--- config.mk ---
export PLATFORM = sky130hd
export DESIGN_NAME = spe_ram
export DESIGN_NICKNAME = d
export VERILOG_FILES = /design/src/spe_ram.sv
export SDC_FILE = /design/constraint.sdc
export NUM_CORES = 1
export LEC_CHECK = 0
export BUFFER_PORTS_ARGS = -buffer_cell sky130_fd_sc_hd__clkbuf_2
export CORE_UTILIZATION = 24
export DETAILED_ROUTE_END_ITERATION = 6
export PLACE_DENSITY = 0.46
export SKIP_CTS_REPAIR_TIMING = 1
export SYNTH_ARGS = -nofsm -noshare
export SYNTH_HDL_FRONTEND = slang
export SYNTH_SLANG_ARGS = --single-unit
export TNS_END_PERCENT = 1
--- constraint.sdc ---
create_clock -name clk -period 2.5 [get_ports clk]
set_input_delay 0.125 -clock clk [delete_from_list [all_inputs] [get_ports clk]]
set_output_delay 0.125 -clock clk [all_outputs]
set_load 0.05 [all_outputs]
--- src/spe_ram.sv ---
// ----------------------------------------------------------------------------
// spe_ram
// Simple dual-port synchronous ram, one write and one registered read port.
// ----------------------------------------------------------------------------
module spe_ram #(
  parameter int DEPTH = 64,
  parameter int WIDTH = 8
) (
  input  logic                     clk,
  input  logic                     we,
  input  logic [$clog2(DEPTH)-1:0] waddr,
  input  logic [WIDTH-1:0]         wdata,
  input  logic [$clog2(DEPTH)-1:0] raddr,
  output logic [WIDTH-1:0]         rdata
);

  logic [WIDTH-1:0] mem [DEPTH];

  always_ff @(posedge clk) begin
    if (we) begin
      mem[waddr] <= wdata;
    end
    rdata <= mem[raddr];
  end

endmodule

==> results.toml <==
[drt]
vias_per_cell = 4.48
wl_per_cell_um = 23.8
drc = 0
via_count = 9872
ant_nets = 0
drt_iter0_markers = 763
first_pass_iters = 5
drt_wl_total_um = 52500

[floorplan]
ios = 30
die-height_um = 292
dieArea_um2 = 85200
core-area_um2 = 82600
fp-row-count = 105
start_util = 0.244
die_w_um = 292

[yosys]
seq_area_frac_synth = 0.770
synth-main-ff-cell = "edfxtp_1"
async_flop_share = 0
netlist_area_um2 = 20200
ys_types = 40
netlist.area_leader.share = 0.762
synth_area_leader_cell = "edfxtp_1"
syn_avg_cell_area_um2 = 21.5
synth_area_leaders = "edfxtp_1, mux4_2, nor2_1"
syn_nets = 962
synthCells = 940
ys_ff_latch = 520
yosysWarnings = 0
synth-edff-count = 512

[cts]
htree_levels = 2
clkLatencyLatePin_ns = 0.59
path_clk_slew_ns = 0.06
cts_inserted_buffers = 53
cts_root_buf = "clkbuf_16"
cts_tree = "done"
clockBufferDepth = 3
clock-sinks = 520

[cells_and_area]
final_common_cell = "edfxtp_1"
drive_above_1_share = 0.319
utilization = 0.291
antenna_cells = 0
area_growth_pct = 19.1
fin_nets = 1120
final_cell_mix = "edfxtp_1, mux4_2, buf_4"

[worst_setup_path]
cp-start-kind = "flop"
r2r_cells = 6
arrival_ns = 2.58
required_ns = 2.95
path_max_fanout = 1
crit_path_end_kind = "flop"
worstSetupPathType = "reg2reg"

[global_routing]
antenna_found_initial = 5
grt_pass1_vias = 10300
grt_pass1_wl_um = 75800
grt_start_max_net_pins = 65
globalRoute.totalOverflow = 0
track_usage = 0.124

[run]
maxCapViolations = 0

[pwr]
power_density_nw_per_um2 = 757
leakagePower_uw = 0.00755
irDropWorstVdd_uv = 465

[sta]
min_period_ns = 2.13
setup_violations = 0
finalClockSkew_ns = 0.00839
fmax_mhz = 469
worst_pin_slew_ns = 1.13
maxSlewViolCount = 0
slew_headroom = 0.244
setup-tns-final_ns = 0
finalHoldViolations = 0
fin_crit_sh = 0.852
rsz0062_at_grt = "no"

[placed_design]
io_buffers = 29
place.gp.congestion = 0.781
dp_hpwl_um = 33700

[worst_hold_path]
min-delay-path-class = "in2reg"
hold_path_depth = 2

[status]
outcome = "finished, final reports clean"
==> synth_stat cells, types with 3 or more instances <==
master	number
nor3_1	7
nand2_1	19
mux4_2	126
a211oi_1	4
nor2b_1	14
o221ai_1	8
dfxtp_1	8
mux2i_1	23
nor2_1	83
a21oi_1	3
buf_1	4
a221oi_1	6
mux2_2	13
nand3_1	13
buf_6	4
buf_4	13
buf_2	11
nand3b_1	3
o2bb2ai_1	3
o22ai_1	8
clkbuf_1	17
nand2b_1	7
o2111ai_1	3
a22oi_1	3
edfxtp_1	512
==> power breakdown <==
group,leakage (µW),internal [µW],total (µW),switching (µW)
Clock,0.000777,4200,7440,3250
Combinational,0.00210,394,1060,662
Sequential,0.00467,9650,9690,40.7
==> through the flow <==
step,cell area (µm²),std cells,setup WS (ns),power (µW),hold slack [ns]
6_report,24000,2205,0.370,18200,0.00625
5_1_grt,24000,2205,0.320,18800,0.0136
4_1_cts,24000,2205,0.364,18400,0.00483
3_5_place_dp,22400,2113,-0.0654,11000,0.651
3_3_place_gp,22400,2113,-0.122,10900,0.647
2_1_floorplan,20200,940,0.707,10400,0.224
==> cells by family after synthesis <==
| family | share of synthesized area |
|---|---|
| compound gates | 0.0207 |
| mux | 0.159 |
| simple gates | 0.0339 |
| flops | 0.770 |
| buf+inv | 0.0157 |
==> metal layers <==
layer / routed length, µm / track usage / part of all wire / up-vias
met5: 24 / 0 / 0.00046 / -
met4: 910 / 0.0294 / 0.017 / 4
met3: 3490 / 0.0314 / 0.066 / 76
met2: 23800 / 0.189 / 0.45 / 237
met1: 24300 / 0.175 / 0.46 / 5307
li1: - / - / - / 4248
==> flip-flops by register name, indices dropped and copies added (netlist names) <==
signal / count
rdata: 8
mem: 512
==> final cells by class <==
cell class              count  area [µm²]
clock inverters            24         165
clock buffers              68        1430
well taps                1070        1340
flip-flops and latches    520       15500
multi-input cells         369        4320
fillers                  8049       58600
repair buffers            154        1230
==> critical path, cell delays in order, from the launching register on <==
cell      delay (ns)
edfxtp_1        0.35
mux4_2          0.48
mux2_2          0.29
o221a_2         0.28
nor3_1          0.30
buf_4           0.20
o32ai_1         0.09
==> final timing paths <==
check                             from  slack (ns)                   end
hold reg to reg   mem[30][4]$_DFFE_PP_        0.88      rdata[4]$_DFF_P_
setup reg to reg  mem[29][6]$_DFFE_PP_        0.37      rdata[6]$_DFF_P_
setup / recovery  mem[29][6]$_DFFE_PP_        0.37      rdata[6]$_DFF_P_
hold / removal                wdata[2]       0.006  mem[28][2]$_DFFE_PP_
(Power assumes the default switching activity.)
